===== config.mk =====
export PLATFORM = sky130hd
export DESIGN_NAME = serial_key_state_debouncer_unit
export DESIGN_NICKNAME = d
export VERILOG_FILES = /design/src/hdl/skdu_pkg.sv /design/src/hdl/skdu_line.sv /design/src/hdl/serial_key_state_debouncer_unit.sv
export SDC_FILE = /design/constraint.sdc
export NUM_CORES = 1
export LEC_CHECK = 0
export BUFFER_PORTS_ARGS = -buffer_cell sky130_fd_sc_hd__buf_2
export CORE_MARGIN = 3
export CORE_UTILIZATION = 57
export DETAILED_ROUTE_END_ITERATION = 12
export PLACE_DENSITY = 0.82
export SLEW_MARGIN = 20
export SYNTH_ARGS = -nofsm -noshare
export SYNTH_HDL_FRONTEND = slang
export SYNTH_HIERARCHICAL = 1
export SYNTH_SLANG_ARGS = --single-unit

===== constraint.sdc =====
create_clock -name clk -period 8.45 [get_ports clk]
set_input_delay 1.2675 -clock clk [delete_from_list [all_inputs] [get_ports clk]]
set_output_delay 1.2675 -clock clk [all_outputs]
set_load 0.005 [all_outputs]

===== src/hdl/skdu_pkg.sv =====
// Shared types and constants for the serial key-state debouncer.
package skdu_pkg;

  // Defaults for the top-level parameters
  localparam int LINE_BYTES_DEF   = 32;
  localparam int ELAPSED_BITS_DEF = 16;

  // Input selector (s_axis_tuser)
  localparam logic OP_BYTE = 1'b0;
  localparam logic OP_TICK = 1'b1;

  // Output kind (m_axis_tuser)
  localparam logic KIND_KEY  = 1'b0;
  localparam logic KIND_SYNC = 1'b1;

  // Configuration register indexes
  localparam int CFG_IDX_W = 2;
  localparam int CFG_DATA_W = 16;
  localparam logic [CFG_IDX_W-1:0] CFG_DEBOUNCE  = 2'd0;
  localparam logic [CFG_IDX_W-1:0] CFG_RAW_MODE  = 2'd1;
  localparam logic [CFG_IDX_W-1:0] CFG_PRESS_ONLY = 2'd2;
  localparam logic [CFG_DATA_W-1:0] DEBOUNCE_RESET = 16'd50;

  // Characters of a text line
  localparam logic [7:0] CHAR_NL    = 8'h0A;
  localparam logic [7:0] CHAR_PLUS  = 8'h2B;
  localparam logic [7:0] CHAR_0     = 8'h30;
  localparam logic [7:0] CHAR_9     = 8'h39;
  localparam logic [7:0] CHAR_END   = 8'h00;
  localparam logic [7:0] RAW_HI_MASK = 8'hF0;

  // Result of the line parser for the byte currently presented
  typedef struct packed {
    logic       ok;      // newline closes a valid line
    logic [3:0] nibble;  // low four bits of the line value
  } line_out_t;

endpackage


===== src/hdl/skdu_line.sv =====
// Decimal text line parser: collects bytes up to newline into a 32-bit value.
module skdu_line
  import skdu_pkg::*;
#(
  parameter int LINE_BYTES = LINE_BYTES_DEF
) (
  input  logic      clk,
  input  logic      rst,
  input  logic      step,
  input  logic [7:0] rx_byte,
  output line_out_t line_out
);

  localparam int LW = $clog2(LINE_BYTES);
  localparam logic [LW-1:0] LEN_MAX = LW'(LINE_BYTES - 1);

  logic [LW-1:0] len;
  logic [31:0]   value;
  logic          seen;
  logic          bad;
  logic          ended;

  logic          full;
  logic          is_digit;
  logic [3:0]    digit;
  logic [35:0]   nv;

  assign full     = (len >= LEN_MAX);
  assign is_digit = (rx_byte >= CHAR_0) && (rx_byte <= CHAR_9);
  assign digit    = 4'(rx_byte - CHAR_0);
  // value * 10 + digit
  assign nv = {1'b0, value, 3'b000} + {3'b000, value, 1'b0} + {32'd0, digit};

  assign line_out.ok     = !full && (rx_byte == CHAR_NL) && !bad && seen;
  assign line_out.nibble = value[3:0];

  always_ff @(posedge clk) begin
    if (rst) begin
      len   <= '0;
      value <= '0;
      seen  <= 1'b0;
      bad   <= 1'b0;
      ended <= 1'b0;
    end else if (step) begin
      if (full || rx_byte == CHAR_NL) begin
        len   <= '0;
        value <= '0;
        seen  <= 1'b0;
        bad   <= 1'b0;
        ended <= 1'b0;
      end else begin
        len <= len + 1'b1;
        if (!ended) begin
          if (rx_byte == CHAR_END) begin
            ended <= 1'b1;
          end else if (rx_byte == CHAR_PLUS && len == '0) begin
            // leading sign
          end else if (is_digit) begin
            seen <= 1'b1;
            if (|nv[35:32]) begin
              bad <= 1'b1;
            end else begin
              value <= nv[31:0];
            end
          end else begin
            bad <= 1'b1;
          end
        end
      end
    end
  end

endmodule


===== src/hdl/serial_key_state_debouncer_unit.sv =====
// Serial key-state receiver with per-button debounce (top level).
//
// Each transaction on the input carries either a received byte or a 1 ms
// tick (s_axis_tuser). Items pass an input register and are processed into
// an 8-slot result register, which the output drains one result per cycle
// while m_axis_tready is high. A tick, or a byte that yields no result, is
// taken every cycle, even while results drain. A byte that yields results
// (1 to 8 of them) waits until the result register is empty or giving up
// its last result. Configuration is written through cfg_we/cfg_index/cfg_data.
module serial_key_state_debouncer_unit
  import skdu_pkg::*;
#(
  parameter int LINE_BYTES   = LINE_BYTES_DEF,
  parameter int ELAPSED_BITS = ELAPSED_BITS_DEF
) (
  input  logic                  clk,
  input  logic                  rst,
  input  logic                  s_axis_tvalid,
  output logic                  s_axis_tready,
  input  logic [7:0]            s_axis_tdata,  // [7:0] rx_byte
  input  logic                  s_axis_tuser,  // [0] operation
  output logic                  m_axis_tvalid,
  input  logic                  m_axis_tready,
  output logic [7:0]            m_axis_tdata,  // [1:0] key_code, [2] key_pressed
  output logic                  m_axis_tuser,  // [0] event_kind
  output logic                  m_axis_tlast,  // last_of_run
  input  logic                  cfg_we,
  input  logic [CFG_IDX_W-1:0]  cfg_index,
  input  logic [CFG_DATA_W-1:0] cfg_data
);

  localparam int CW = (ELAPSED_BITS > CFG_DATA_W) ? ELAPSED_BITS : CFG_DATA_W;
  localparam logic [ELAPSED_BITS-1:0] ELAPSED_MAX = '1;
  localparam logic [2:0] SLOT_POWER_SYNC = 3'd6;
  localparam logic [2:0] SLOT_FINAL      = 3'd7;

  // configuration
  logic [CFG_DATA_W-1:0] debounce_ticks;
  logic                  raw_mode;
  logic                  press_only_sync;

  // input register
  logic       in_valid;
  logic       in_op;
  logic [7:0] in_byte;

  // block state
  logic [3:0]              stored_buttons;
  logic [ELAPSED_BITS-1:0] elapsed [4];

  // result register
  logic [7:0] mask;
  logic [2:0] pressed;

  line_out_t  line_out;
  logic       byte_item;
  logic       st_valid;
  logic [3:0] state;
  logic [3:0] acc;
  logic [7:0] new_mask;
  logic [7:0] mask_after;
  logic [2:0] sel;
  logic       take;
  logic       fire;
  logic       line_step;
  logic [3:0] pressed_ext;

  always_ff @(posedge clk) begin
    if (rst) begin
      debounce_ticks  <= DEBOUNCE_RESET;
      raw_mode        <= 1'b0;
      press_only_sync <= 1'b0;
    end else if (cfg_we) begin
      case (cfg_index)
        CFG_DEBOUNCE:   debounce_ticks  <= cfg_data;
        CFG_RAW_MODE:   raw_mode        <= cfg_data[0];
        CFG_PRESS_ONLY: press_only_sync <= cfg_data[0];
        default: ;
      endcase
    end
  end

  assign s_axis_tready = !in_valid || fire;

  always_ff @(posedge clk) begin
    if (rst) begin
      in_valid <= 1'b0;
    end else if (s_axis_tvalid && s_axis_tready) begin
      in_valid <= 1'b1;
    end else if (fire) begin
      in_valid <= 1'b0;
    end
  end

  always_ff @(posedge clk) begin
    if (s_axis_tvalid && s_axis_tready) begin
      in_op   <= s_axis_tuser;
      in_byte <= s_axis_tdata;
    end
  end

  skdu_line #(
    .LINE_BYTES(LINE_BYTES)
  ) u_line (
    .clk     (clk),
    .rst     (rst),
    .step    (line_step),
    .rx_byte (in_byte),
    .line_out(line_out)
  );

  assign byte_item = (in_op == OP_BYTE);
  assign st_valid  = byte_item && (raw_mode ? ((in_byte & RAW_HI_MASK) == 8'h00)
                                            : line_out.ok);
  assign state     = raw_mode ? in_byte[3:0] : line_out.nibble;
  assign line_step = fire && byte_item && !raw_mode;

  always_comb begin
    for (int b = 0; b < 4; b++) begin
      acc[b] = st_valid && (state[b] != stored_buttons[b]) &&
               (CW'(elapsed[b]) > CW'(debounce_ticks));
    end
    // slots: key b at 2b, release sync of b at 2b+1, power release sync, final sync
    new_mask = '0;
    for (int b = 0; b < 3; b++) begin
      new_mask[2*b]   = acc[b];
      new_mask[2*b+1] = acc[b] && press_only_sync && !state[b];
    end
    new_mask[SLOT_POWER_SYNC] = acc[3] && press_only_sync && !state[3];
    new_mask[SLOT_FINAL]      = |acc;
  end

  // lowest pending slot goes out first
  always_comb begin
    sel = SLOT_FINAL;
    for (int i = 7; i >= 0; i--) begin
      if (mask[i]) sel = 3'(i);
    end
  end

  assign take        = m_axis_tvalid && m_axis_tready;
  assign mask_after  = take ? (mask & ~(8'b1 << sel)) : mask;
  assign fire        = in_valid && ((new_mask == '0) || (mask_after == '0));
  assign pressed_ext = {1'b0, pressed};

  always_ff @(posedge clk) begin
    if (rst) begin
      mask <= '0;
    end else begin
      mask <= mask_after | (fire ? new_mask : 8'h00);
    end
  end

  always_ff @(posedge clk) begin
    if (fire && (new_mask != '0)) begin
      pressed <= state[2:0];
    end
  end

  always_ff @(posedge clk) begin
    if (rst) begin
      stored_buttons <= '0;
      for (int b = 0; b < 4; b++) elapsed[b] <= '0;
    end else if (fire) begin
      if (!byte_item) begin
        for (int b = 0; b < 4; b++) begin
          if (elapsed[b] != ELAPSED_MAX) elapsed[b] <= elapsed[b] + 1'b1;
        end
      end else begin
        for (int b = 0; b < 4; b++) begin
          if (acc[b]) elapsed[b] <= '0;
        end
        if (|acc) stored_buttons <= state;
      end
    end
  end

  always_comb begin
    m_axis_tvalid = |mask;
    m_axis_tlast  = (sel == SLOT_FINAL);
    if (!sel[0] && sel < SLOT_POWER_SYNC) begin
      m_axis_tuser = KIND_KEY;
      m_axis_tdata = {5'b00000, pressed_ext[sel[2:1]], sel[2:1]};
    end else begin
      m_axis_tuser = KIND_SYNC;
      m_axis_tdata = 8'h00;
    end
  end

endmodule


# Word level (Yosys, flattened, before mapping)
# Memory sizes are Yosys's and may differ from the RTL's.
# Index checks and enable logic that the tools add are counted.
[totals] register_bits=83 output_inout_bits=12 ramBits=64 inputBits=32 n_memories=1
[classes] n_bitwise=12 n_eq_ne=18 n_shift=1 order_cmp=9 add_sub_neg=8 muxes=88 reduce_logical=60
[memory_table] memory="elapsed" depth=4 width=16 rd=4 rd_clocked_by_memory_dff=0 wr=4 line_no="serial_key_state_debouncer_unit.sv:49" rtl="logic [ELAPSED_BITS-1:0] elapsed [4];"
[ops] operator="32-bit 2-to-1 mux" n=6
[ops] operator="16-bit 2-to-1 mux" n=8
[ops] operator="16-bit by 1-bit adder with 16-bit output (second input constant)" n=4
[ops] operator="16-bit > comparator" n=4
[ops] operator="16-bit != test (second input constant)" n=4
[ops] operator="1-bit 2-to-1 mux" n=62
[ops] operator="35-bit by 33-bit adder with 36-bit output" n=1
[ops] operator="36-bit by 4-bit adder with 36-bit output" n=1
[ops] operator="8-bit zero test" n=4
[ops] operator="1-bit logical AND" n=29
[ops] operator="3-bit 2-to-1 mux" n=7
[ops] operator="8-bit 2-to-1 mux" n=2
[ops] operator="5-bit AND reduction" n=2
[ops] operator="1-bit zero test" n=9
[ops] operator="8-bit AND" n=1
[ops] operator="8-bit by 4-bit == test with 1-bit output (second input constant)" n=1
[ops] operator="8-bit by 6-bit == test with 1-bit output (second input constant)" n=1
[ops] operator="8-bit by 6-bit greater-or-equal comparator with 1-bit output (second input constant)" n=1
[ops] operator="8-bit by 6-bit <= comparator with 1-bit output (second input constant)" n=1
[ops] operator="8-bit inverter" n=1
[ops] operator="1-bit bitwise OR" n=8
[ops] operator="8-bit bitwise OR" n=1
[ops] operator="8-bit nonzero test" n=1
[ops] operator="4-bit OR reduction" n=2
[ops] operator="other kinds (25)" n=35

# Longest topological paths before layout
# Gate-level depths: netlist of run 1.
[depth] depth_word=19 ltp_mapped=20 ltp_nobuf=17

# By module
# The synthesis of run 1 kept the hierarchy.
[by_module_without_submodules] mod="serial_key_state_debouncer_unit" n_inst=1 area_per_inst_um2=6454.9 seq_area_each_um2=2582.5 cells_each=706
[by_module_without_submodules] mod="skdu_line" n_inst=1 area_per_inst_um2=4013.8 seq_area_each_um2=800.8 cells_each=480

# Least setup slack after synthesis of run 1
# Ideal clock, no wire load.
[synth_timing] kind="input to register" start="in m_axis_tready" end="reg u_line.value[18]" cell_stages=15 required_time_ns=8.334 path_buffers=4 t_arrival_ns=3.891 path_slack_ns=4.443 setup_time_ns=0.116 cell_sequence="nor3b_1 o21ai_1 a21oi_1 o221ai_2 or2_0 buf_2 a2111oi_0 clkbuf_1 o2111ai_1 nor2_1 or2_1 o2111ai_2 buf_6 buf_2 a31o_1"
[synth_via] elab_chain_cells=8
[synth_rtl] item="start: declaration" line_no="serial_key_state_debouncer_unit.sv:23" rtl="input logic m_axis_tready,"
[synth_rtl] item="1-bit logical AND" line_no="serial_key_state_debouncer_unit.sv:141" rtl="assign take = m_axis_tvalid && m_axis_tready;"
[synth_rtl] item="8-bit 2-to-1 mux" line_no="serial_key_state_debouncer_unit.sv:142" rtl="assign mask_after = take ? (mask & ~(8'b1 << sel)) : mask;"
[synth_rtl] item="8-bit zero test" line_no="serial_key_state_debouncer_unit.sv:143" rtl="assign fire = in_valid && ((new_mask == '0) || (mask_after == '0));"
[synth_rtl] item="1-bit logical OR" line_no="serial_key_state_debouncer_unit.sv:143"
[synth_rtl] item="1-bit logical AND" line_no="serial_key_state_debouncer_unit.sv:143"
[synth_rtl] item="1-bit logical AND (2 in a row)" line_no="serial_key_state_debouncer_unit.sv:116" rtl="assign line_step = fire && byte_item && !raw_mode;"
[synth_rtl] item="named net line_step" line_no="serial_key_state_debouncer_unit.sv:65" rtl="logic line_step;"
[synth_rtl] item="6-bit AND reduction (no line)"
[synth_rtl] item="end signal: assignment" line_no="skdu_line.sv:63" rtl="value <= nv[31:0];"
[synth_rtl] item="end: declaration" line_no="skdu_line.sv:18" rtl="logic [31:0] value;"
# The timed path passes the listed nets, and every way through them passes these cells.
# A chain may end at the register's enable or synchronous reset.

# Worst setup path in the final report of run 1
[layout_timing] start="reg debounce_ticks[14]" end="reg u_line.value[6]"
[layout_via] elab_chain_cells=10 word_cells_on_any_way=23 classes_between="order compare: 4; reduce/logical: 19"
[layout_rtl] item="start: declaration" line_no="serial_key_state_debouncer_unit.sv:38" rtl="logic [CFG_DATA_W-1:0] debounce_ticks;"
[layout_rtl] item="start signal: assignment" line_no="serial_key_state_debouncer_unit.sv:75" rtl="CFG_DEBOUNCE: debounce_ticks <= cfg_data;"
[layout_rtl] item="16-bit > comparator" line_no="serial_key_state_debouncer_unit.sv:121" rtl="(CW'(elapsed[b]) > CW'(debounce_ticks));"
[layout_rtl] item="1-bit logical AND" line_no="serial_key_state_debouncer_unit.sv:120" rtl="acc[b] = st_valid && (state[b] != stored_buttons[b]) &&"
[layout_rtl] item="1-bit logical AND, on equally long branches (2 in a row)" line_no="serial_key_state_debouncer_unit.sv:127, serial_key_state_debouncer_unit.sv:129"
[layout_rtl] item="8-bit zero test (*)" line_no="serial_key_state_debouncer_unit.sv:143"
[layout_rtl] item="1-bit logical OR (*)" line_no="serial_key_state_debouncer_unit.sv:143"
[layout_rtl] item="1-bit logical AND (*)" line_no="serial_key_state_debouncer_unit.sv:143"
[layout_rtl] item="1-bit logical AND (*) (2 in a row)" line_no="serial_key_state_debouncer_unit.sv:116"
[layout_rtl] item="named net line_step" line_no="serial_key_state_debouncer_unit.sv:65"
[layout_rtl] item="6-bit AND reduction (no line) (*)"
# Mark *: on every way through the listed nets, which the timed path passes. The rest lies on a longest branch.

==> key figures, run 1 <==
Power
  – Internal power: 1.19 mW
  – PwrDens: 140 nW/um^2
  – Worst ir drop on vdd: 161 uV
  – Clock Power Share: 0.445
  – Power consumption: 1.59 mW
  – Seq pwr share: 0.481
  – Combinational Power Share: 0.074
  – P_sw: 0.399 mW
  – Switching share of power: 0.251
  – Leak: 4.68 nW

Finish
  – Layout cells sized above 1: 0.0964
  – Commonest cells after routing, fill and taps aside: ha_1 (134), nor2_1 (122), nand2_1 (116)
  – Commonest non-fill, non-tap cell in the layout: ha_1
  – Non-filler instance count after layout: 1439
  – Post-route cell area: 11300 um^2
  – Nets: 1369
  – Area grow syn2layout: 8.12%
  – Inserted Diodes: 0

Global routing
  – GR Overflow Total: 0
  – Initial antenna violation count: 1
  – Tot GR Track Use: 0.250
  – First-pass GRT wire length: approximately 40000 um
  – Largest net degree at the start of global routing: 65
  – Vias in the first global route: 8553

Logic synthesis
  – Synth Area in Adders: 0.164
  – Register bit total from synthesis: 147
  – Synthesized cell area: 10500 um^2
  – Synth Area in XOR/XNOR: 0.0753
  – Post-Synthesis Cells: around 1200
  – Yosys top cell by area: dfxtp_1
  – Async set-reset flop share out of synthesis: 0
  – Post-Syn Area per Cell: 8.83 um^2
  – Simple logic cell fraction of the synthesized area: 0.209
  – Main combinational cell family by area after synthesis: simple AND/OR/NAND/NOR gates
  – Seq/Total Area, Yosys: 0.323
  – Ys flop type: dfxtp_1
  – Multiplexer area fraction after synthesis: 0.0134
  – EDFF count, synth: 44
  – YS warnings: 6
  – Top cell type's share of synthesized area: 0.197
  – Synth unique cells: 83
  – Synth top area cells: dfxtp_1 (20%), ha_1 (16%), edfxtp_1 (13%)
  – Complex-gate fraction of the synthesized area: 0.172

STA
  – Worst Skew: 0.0100 ns
  – Setup total negative slack: 0 ns
  – Fmax achieved: 0.203 GHz
  – Rel. slew slack: 0.324
  – Final Slew Violations: 0
  – RSZ-0062 raised after global routing: false
  – Final count of negative-setup-slack endpoints: 0
  – Final Hold Vio Count: 0
  – Slew @ Worst Pin: 1.01 ns
  – Tcrit/Tclk final: 0.582
  – Minimum clock period: 4.92 ns

Placement
  – GP Congestion: ~0.88
  – Placed Cells: 1407
  – Post-DP HPWL: 17900 um
  – Post-DP Area: 10800 um^2
  – # port buffers: 38

Setup path
  – Crit path top cell by count: nand4_1
  – Critical path type: register to register
  – Data required, critical path: roughly 8.8 ns
  – Critical Path Fanout Max: 48
  – Critical Path Sink Type: register
  – Crit start category: register
  – CP arrival: 5.28 ns
  – Worst path slowest cell: a2111oi_2
  – CP peak stage delay: 0.97 ns
  – CP Cell Sequence: inv_1 -> ha_1 -> nand4_1 -> nor3_1 -> a21oi_1 -> nand2_1 -> a21o_1 -> nand4_1 -> a2111oi_2 -> o2111ai_1 -> nor2_1 -> or2_1 -> o2111ai_4 -> buf_4 -> nor4_1 -> a31o_1

Clock network
  – Post-CTS repair timing setup buffer count: 0
  – Clk sink count: 147
  – H-tree depth: 4
  – CTS buffer count: 17
  – # hold bufs at CTS: 0
  – CTS Root Cell: clkbuf_16
  – Clock Pin Slew Worst Setup and Hold Paths: 0.06 ns
  – Worst-Skew Late Latency: 0.42 ns
  – CTS max path bufs: 2
  – PostCTS Resize Cnt: 0
  – TritonCTS clock tree: built

Detailed routing
  – Drc violations: 0
  – First DRT Iteration DRCs: 630
  – Top sig layer: met5
  – Post-Route M1 WL: 11000 um
  – Vias per cell: between 6 and 7
  – Met2 WL: 11400 um
  – DR WL met3: 1500 um
  – Via count: 8853
  – DRT Pass-1 Iters: 6
  – Final ANT Viol Nets: 0
  – Routed WL: roughly 25000 um
  – WL/cell: 17.2 um

Status
  – Status: complete, no violations

Run
  – Max-Cap Viols: 0

Floorplanning
  – Die ar.: about 20000 um^2
  – Initial Util: 0.593
  – Num ports: 44
  – FP Rows: 48
  – CORE AREA: 17700 um^2
  – Die H: 142 um
  – Die Width: ~140 um

Min path
  – Hold Crit Class: register to register
[cell usage after synthesis, types with 14 or more instances]
cell type / instances
a21o_1: 21
a21oi_1: 88
a31o_1: 18
clkbuf_1: 26
dfxtp_1: 103
edfxtp_1: 44
ha_1: 134
inv_1: 53
mux2i_1: 14
nand2_1: 116
nand2b_1: 14
nand3_1: 39
nand4_1: 34
nor2_1: 124
nor3_1: 20
nor4_1: 19
o21ai_0: 17
xnor2_1: 39
xor2_1: 51
[power by group through the flow]
stage	logic [mW]	clock network, mW	registers (mW)
2_1_floorplan	0.0837	0	0.773
3_3_place_gp	0.109	0	0.779
3_5_place_dp	0.113	0	0.780
4_1_cts	0.115	0.716	0.764
5_1_grt	0.131	0.747	0.767
6_report	0.117	0.707	0.765
[metrics by stage]
stage / hold slack, ns / setup WS, ns / util
6_report: 0.459 / 3.53 / 0.641
5_1_grt: 0.490 / 3.11 / 0.641
4_1_cts: 0.462 / 3.60 / 0.640
3_5_place_dp: 0.448 / 3.30 / 0.609
3_3_place_gp: 0.442 / 3.46 / 0.609
2_1_floorplan: 0.418 / 4.44 / -
[critical path, delay by kind of cell (launching register included)]
family | cells | cell delay, ns
AND/OR/NAND/NOR | 7 | 1.74
buffers and inverters | 2 | 0.49
AO/OA/AOI/OAI | 6 | 1.90
flip-flops | 1 | 0.34
adder cells (fa/ha/maj) | 1 | 0.36
[registers in the layout, indices dropped and copies added, names as in the netlist, 3 cells and up]
| register | flops |
|---|---|
| u_line/value | 32 |
| debounce_ticks | 16 |
| stored_buttons | 4 |
| in_byte | 8 |
| u_line/len | 5 |
| pressed | 3 |
| mask | 8 |
| elapsed | 64 |
[cell type report]
| type | instances | area, um^2 |
|---|---|---|
| tap | 225 | 282 |
| clock inverter | 10 | 71.3 |
| inverter | 53 | 199 |
| timing repair buffer | 42 | 220 |
| sequential | 147 | 3380 |
| multi-input combinational | 940 | 6690 |
| fill | 1465 | 6340 |
| clock buffer | 22 | 474 |
[final timing paths]
kind / startpoint / to / slack [ns] / depth (start not counted)
setup / recovery: debounce_ticks[14] / u_line/value[6] / 3.53 / 16
hold / removal: debounce_ticks[11] / debounce_ticks[11] / 0.46 / 2
setup reg to reg: debounce_ticks[14] / u_line/value[6] / 3.53 / 16
hold reg to reg: debounce_ticks[11] / debounce_ticks[11] / 0.46 / 2
[per-layer routing]
metal,vias up,GRT usage
li1,4337,-
met1,4162,0.334
met2,297,0.399
met3,55,0.0455
met4,2,0.104
met5,-,0
[cell families after synthesis]
kind of cell	after synthesis
AO/OA/AOI/OAI	257
XOR/XNOR	90
adder cells (fa/ha/maj)	136
buffers and inverters	103
flip-flops	147
multiplexers	14
other	1
AND/OR/NAND/NOR	438
Note: power is estimated with default switching activity, not from simulation.
==> run 2, diff against run 1 <==
Settings changed: PLACE_DENSITY 0.82 to 0.84.
Clock period 8.45 ns to 4.1 ns, I/O delays scaled along.
==> run 2 against run 1 <==
  * Clock power grew 120%
  * Via count grew 1.7%
  * Critical path depth shrank 2
  * Core utilization grew 1.3 points
  * Die area is the same
  * Worst setup slack lost 3.4 ns
==> key figures, run 2 (same netlist as run 1, synthesis figures left out) <==
Status
  – Status: complete, no violations

Setup path
  – Crit path top cell by count: inv_1
  – Worst path slowest cell: fa_1
  – Worst path top cell family by delay: compound AO/OA/AOI/OAI gates
  – Critical Path Fanout Max: 22
  – CP peak stage delay: 0.58 ns
  – CP arrival: ~4.3 ns
  – Crit path buf inv count: 3
  – CP Cell Sequence: inv_1 -> fa_1 -> inv_1 -> ha_1 -> a211o_1 -> a211oi_2 -> nor2_1 -> o31ai_2 -> o21a_1 -> o22a_2 -> o2111ai_4 -> buf_12 -> nor4_2 -> a31o_1
  – Critical Path Sink Type: register
  – Critical path type: register to register
  – Crit start category: register
  – Reg2reg setup slack: 0.18 ns
  – Data required, critical path: 4.46 ns

Detailed routing
  – Via count: 9000
  – Vias per cell: roughly 6.2
  – WL/cell: 17.5 um
  – First DRT Iteration DRCs: ~760
  – Final ANT Viol Nets: 0
  – Routed WL: 25500 um
  – DRT Pass-1 Iters: 7
  – Drc violations: 0

Global routing
  – First-pass GRT wire length: 41300 um
  – GR Overflow Total: 0
  – Initial antenna violation count: 1
  – Tot GR Track Use: 0.251
  – Largest net degree at the start of global routing: 31
  – Vias in the first global route: about 8500

Floorplanning
  – FP Rows: 48
  – Die ar.: 20000 um^2
  – CORE AREA: 17700 um^2
  – Num ports: 44
  – Die Width: 142 um
  – Initial Util: 0.593
  – Die H: between 100 and 150 um

Finish
  – Biggest register: elapsed
  – Commonest cells after routing, fill and taps aside: ha_1 (134), nor2_1 (122), nand2_1 (116)
  – Nets: 1388
  – Max reg flops: 64
  – Area grow syn2layout: 10.3%
  – Layout cells sized above 1: 0.114
  – FILL cells: 1340
  – Biggest regs: elapsed (64), u_line/value (32), debounce_ticks (16)
  – Commonest non-fill, non-tap cell in the layout: ha_1

Clock network
  – H-tree depth: 4
  – TritonCTS clock tree: built
  – CTS Root Cell: clkbuf_16
  – Clk sink count: 147
  – CTS buffer count: 17
  – CTS max path bufs: 2
  – Clock Pin Slew Worst Setup and Hold Paths: 0.06 ns
  – Worst-Skew Late Latency: around 0.43 ns

STA
  – Worst Hold Slack: 0.363 ns
  – Minimum clock period: 3.92 ns
  – Tcrit/Tclk final: 0.955
  – Worst Skew: ~0.011 ns
  – Rel. slew slack: 0.462
  – Final Hold Vio Count: 0
  – Final count of negative-setup-slack endpoints: 0
  – Slew @ Worst Pin: 0.796 ns
  – Final Slew Violations: 0
  – Fmax achieved: 0.255 GHz
  – Setup total negative slack: 0 ns

Power
  – Worst ir drop on vdd: 344 uV
  – Clock Power Share: 0.464
  – P_sw: 0.865 mW
  – Seq pwr share: 0.462
  – Leak: 4.81 nW
  – Switching share of power: 0.253
  – Internal power: 2.55 mW
  – PwrDens: 295 nW/um^2
  – Combinational Power Share: 0.074

Placement
  – # port buffers: 38
  – GP Congestion: 0.899
  – Post-DP HPWL: between 15000 and 20000 um

Run
  – Max-Cap Viols: 0

Min path
  – Hold Crit Class: input port to register
==> run 2: worst reg2reg max path, cell delays in order (launching register included) <==
cell       delay [ns]
edfxtp_1         0.44
inv_1            0.12
fa_1             0.58
inv_1            0.06
ha_1             0.31
a211o_1          0.30
a211oi_2         0.28
nor2_1           0.11
o31ai_2          0.31
o21a_1           0.21
o22a_2           0.21
o2111ai_4        0.24
buf_12           0.25
nor4_2           0.26
a31o_1           0.16
==> run 2: final timing paths <==
path | from | end | cells after the start
setup / recovery | in_byte[3] | u_line/value[7] | 14
hold reg to reg | debounce_ticks[11] | debounce_ticks[11] | 2
hold / removal | s_axis_tdata[6] | in_byte[6] | 1
setup reg to reg | in_byte[3] | u_line/value[7] | 14
==> run 2: layer usage <==
| metal | GRT usage | up-vias | routed length, um |
|---|---|---|---|
| met5 | 0 | - | 0 |
| met3 | 0.0559 | 63 | 1610 |
| met1 | 0.316 | 4244 | 11100 |
| met4 | 0.101 | 0 | 820 |
| met2 | 0.419 | 323 | 12000 |
| li1 | - | 4370 | - |
==> run 2: area by class of cell <==
cell class                 instances  area, um^2  share of cell area
timing repair buffer              61         388              0.0336
tap                              225         282              0.0244
antenna                            1        2.50            0.000217
inverter                          53         199              0.0172
clock buffer                      21         482              0.0417
multi-input combinational        940        6710               0.581
sequential                       147        3380               0.293
clock inverter                    11         109             0.00942
==> run 2: timing repair <==
item | CTS | global route
buffers inserted | 0 | 4
gates resized for setup | 0 | 7
setup endpoints to repair | 0 | 29
endpoints found under the hold margin | 0 | 0
hold buffers | 0 | 0
==> run 2: per-stage QoR <==
| stage | power (mW) | worst slack [ns] | util | instances | area (um^2) |
|---|---|---|---|---|---|
| floorplan | 1.77 | 0.458 | - | 1190 | 10500 |
| global placement | 1.84 | 0.224 | 0.617 | 1422 | 10900 |
| detailed placement | 1.85 | 0.164 | 0.617 | 1422 | 10900 |
| CTS | 3.41 | 0.0427 | 0.651 | 1454 | 11500 |
| global route | 3.53 | -0.00803 | 0.654 | 1458 | 11500 |
| finish | 3.41 | 0.184 | 0.654 | 1459 | 11500 |
==> run 2: power by group through the flow <==
stage / sequential, mW / combinational, mW / clock [mW]
after floorplan: 1.59 / 0.173 / 0
after global placement: 1.60 / 0.235 / 0
after detailed placement: 1.60 / 0.242 / 0
after CTS: 1.57 / 0.246 / 1.59
after global routing: 1.58 / 0.279 / 1.67
final: 1.58 / 0.252 / 1.58
==> run 3, diff against run 2 <==
Settings changed: CORE_ASPECT_RATIO set to 1.25, CORE_MARGIN 3 to unset.
==> run 3 against run 2 <==
  * Sequential share of layout area is 0.17 points higher
  * Largest power group unchanged
  * Critical path type is now register to output port
  * Die area down 5.6%
  * Critical endpoint is now s_axis_tready
  * Highest routed layer unchanged
  * Register-to-register slack better by 0.17 ns
==> key figures, run 3 (same netlist as run 1, synthesis figures left out) <==
Detailed routing
  – Drc violations: 0
  – Vias per cell: between 6 and 7
  – Via count: roughly 9000
  – First DRT Iteration DRCs: between 500 and 600
  – Final ANT Viol Nets: 0
  – DRT Pass-1 Iters: 5
  – Routed WL: 25200 um
  – WL/cell: 17.3 um

Setup path
  – Reg2reg path depth: 16
  – CP Cell Sequence: or4_1 -> nor3_2 -> and3_1 -> and4b_1 -> mux2i_1 -> nor2_1 -> nand2_1 -> a21o_1 -> nand4_1 -> buf_4 -> nand3_1 -> buf_2
  – CP arrival: between 3 and 4 ns
  – Worst path slowest cell: or4_1
  – Crit start category: register
  – Critical path type: register to output port
  – CP peak stage delay: approximately 0.56 ns
  – Crit path buf inv count: 2
  – Critical Path Fanout Max: 9
  – Reg2reg setup slack: 0.35 ns
  – Data required, critical path: 3.48 ns
  – FF-to-FF Start: debounce_ticks[14]
  – FF-to-FF End: u_line/value[5]
  – Stages on worst setup path: 12
  – Worst path top cell family by delay: simple AND/OR/NAND/NOR gates
  – Critical Path Sink Type: output port

Clock network
  – Worst-Skew Late Latency: 0.43 ns
  – CTS max path bufs: 2
  – Clk sink count: 147
  – CTS buffer count: 17
  – TritonCTS clock tree: built
  – H-tree depth: 4
  – CTS Root Cell: clkbuf_16
  – Clock Pin Slew Worst Setup and Hold Paths: 0.06 ns

Global routing
  – Tot GR Track Use: 0.278
  – First-pass GRT wire length: approximately 42000 um
  – Largest net degree at the start of global routing: 41
  – GR Overflow Total: 0
  – Vias in the first global route: between 8000 and 9000
  – Initial antenna violation count: 0

Floorplanning
  – CORE AREA: 18000 um^2
  – Die H: ~150 um
  – Die ar.: 18900 um^2
  – Die Width: roughly 120 um
  – Num ports: 44
  – FP Rows: 55
  – Initial Util: 0.581

STA
  – Worst Hold Slack: between 0.3 and 0.4 ns
  – Tcrit/Tclk final: 0.921
  – Final WS setup: 0.325 ns
  – RSZ-0062 raised after global routing: false
  – Final Hold Vio Count: 0
  – Setup total negative slack: 0 ns
  – Minimum clock period: approximately 3.8 ns
  – Final Slew Violations: 0
  – Slew @ Worst Pin: 0.985 ns
  – Final count of negative-setup-slack endpoints: 0
  – Worst Skew: 0.0113 ns
  – Rel. slew slack: 0.343
  – Fmax achieved: 0.265 GHz

Power
  – Leak: around 4.8 nW
  – P_sw: 0.828 mW
  – Switching share of power: 0.251
  – PwrDens: 288 nW/um^2
  – Worst ir drop on vdd: around 280 uV
  – Combinational Power Share: 0.075
  – Seq pwr share: 0.477
  – Clock Power Share: 0.448
  – Power consumption: 3.30 mW
  – Internal power: 2.47 mW

Finish
  – Layout cells sized above 1: 0.108
  – Commonest non-fill, non-tap cell in the layout: ha_1
  – Finished Core Util: 0.637
  – Non-filler instance count after layout: 1460
  – Inserted Diodes: 0
  – Post-route cell area: 11500 um^2
  – Area grow syn2layout: 9.71%
  – Nets: 1387
  – Max reg flops: 64
  – Biggest register: elapsed
  – Commonest cells after routing, fill and taps aside: ha_1 (134), nor2_1 (123), nand2_1 (116)
  – Biggest regs: elapsed (64), u_line/value (32), debounce_ticks (16)

Placement
  – # port buffers: 38
  – Placed Cells: 1425
  – Post-DP Area: 10900 um^2
  – Post-DP HPWL: around 19000 um
  – GP Congestion: 0.921
  – Pre-CTS setup slack: 0.207 ns

Status
  – Status: complete, no violations

Min path
  – Hold path depth: 1
  – Hold EP: in_byte[2]
  – Hold Crit Class: input port to register
  – Hold_sp: s_axis_tdata[2]

Run
  – Max-Cap Viols: 0
## run 3: cell types whose count changed in the layout (fill, tap and decap cells not counted), sizes merged
cell / delta
buf: -1
bufinv: -1
clkbuf: +1
diode: -1
## run 3: per-layer routing
| metal | up-vias | track usage | wire length (um) |
|---|---|---|---|
| li1 | 4362 | - | - |
| met1 | 4297 | 0.332 | 10200 |
| met2 | 308 | 0.470 | 12500 |
| met3 | 72 | 0.0501 | 1670 |
| met4 | 0 | 0.143 | 875 |
| met5 | - | 0 | 0 |
## run 3: worst max-delay path by stage
stage	from	endpoint
final	in_byte[2]	s_axis_tready
after global routing	debounce_ticks[1]	u_line/value[20]
after CTS	u_line/value[0]	u_line/value[4]
after detailed placement	u_line/value[0]	u_line/value[7]
after global placement	u_line/value[0]	u_line/value[24]
after floorplan	in_byte[2]	u_line/value[11]
## run 3: power groups by stage
stage               clock, mW  sequential [mW]  combinational, mW
floorplan                   0             1.59              0.173
global placement            0             1.60              0.231
detailed placement          0             1.61              0.240
CTS                      1.50             1.57              0.242
global route             1.55             1.58              0.274
finish                   1.48             1.58              0.247
## run 3: area by class of cell
type                            count  area [um^2]
Sequential cell                   147         3380
Timing Repair Buffer               60          380
Multi-Input combinational cell    940         6690
Tap cell                          228          285
Clock buffer                       22          485
Clock inverter                     10         66.3
Fill cell                        1463         6550
Inverter                           53          199
## run 3: worst reg2reg max path, delay by kind of cell, from the launching register on
kind,cells,cell delay [ns]
and+or+nand+nor,7,1.45
buffers and inverters,2,0.34
AOI/OAI and AO/OA,6,1.20
DFF,1,0.33
adders and majority gates,1,0.37
## run 3: timing repair
action                                  CTS  global route
hold buffers                              0             0
endpoints found under the setup margin    0            23
gates resized for setup                   0             1
buffers inserted                          0             3
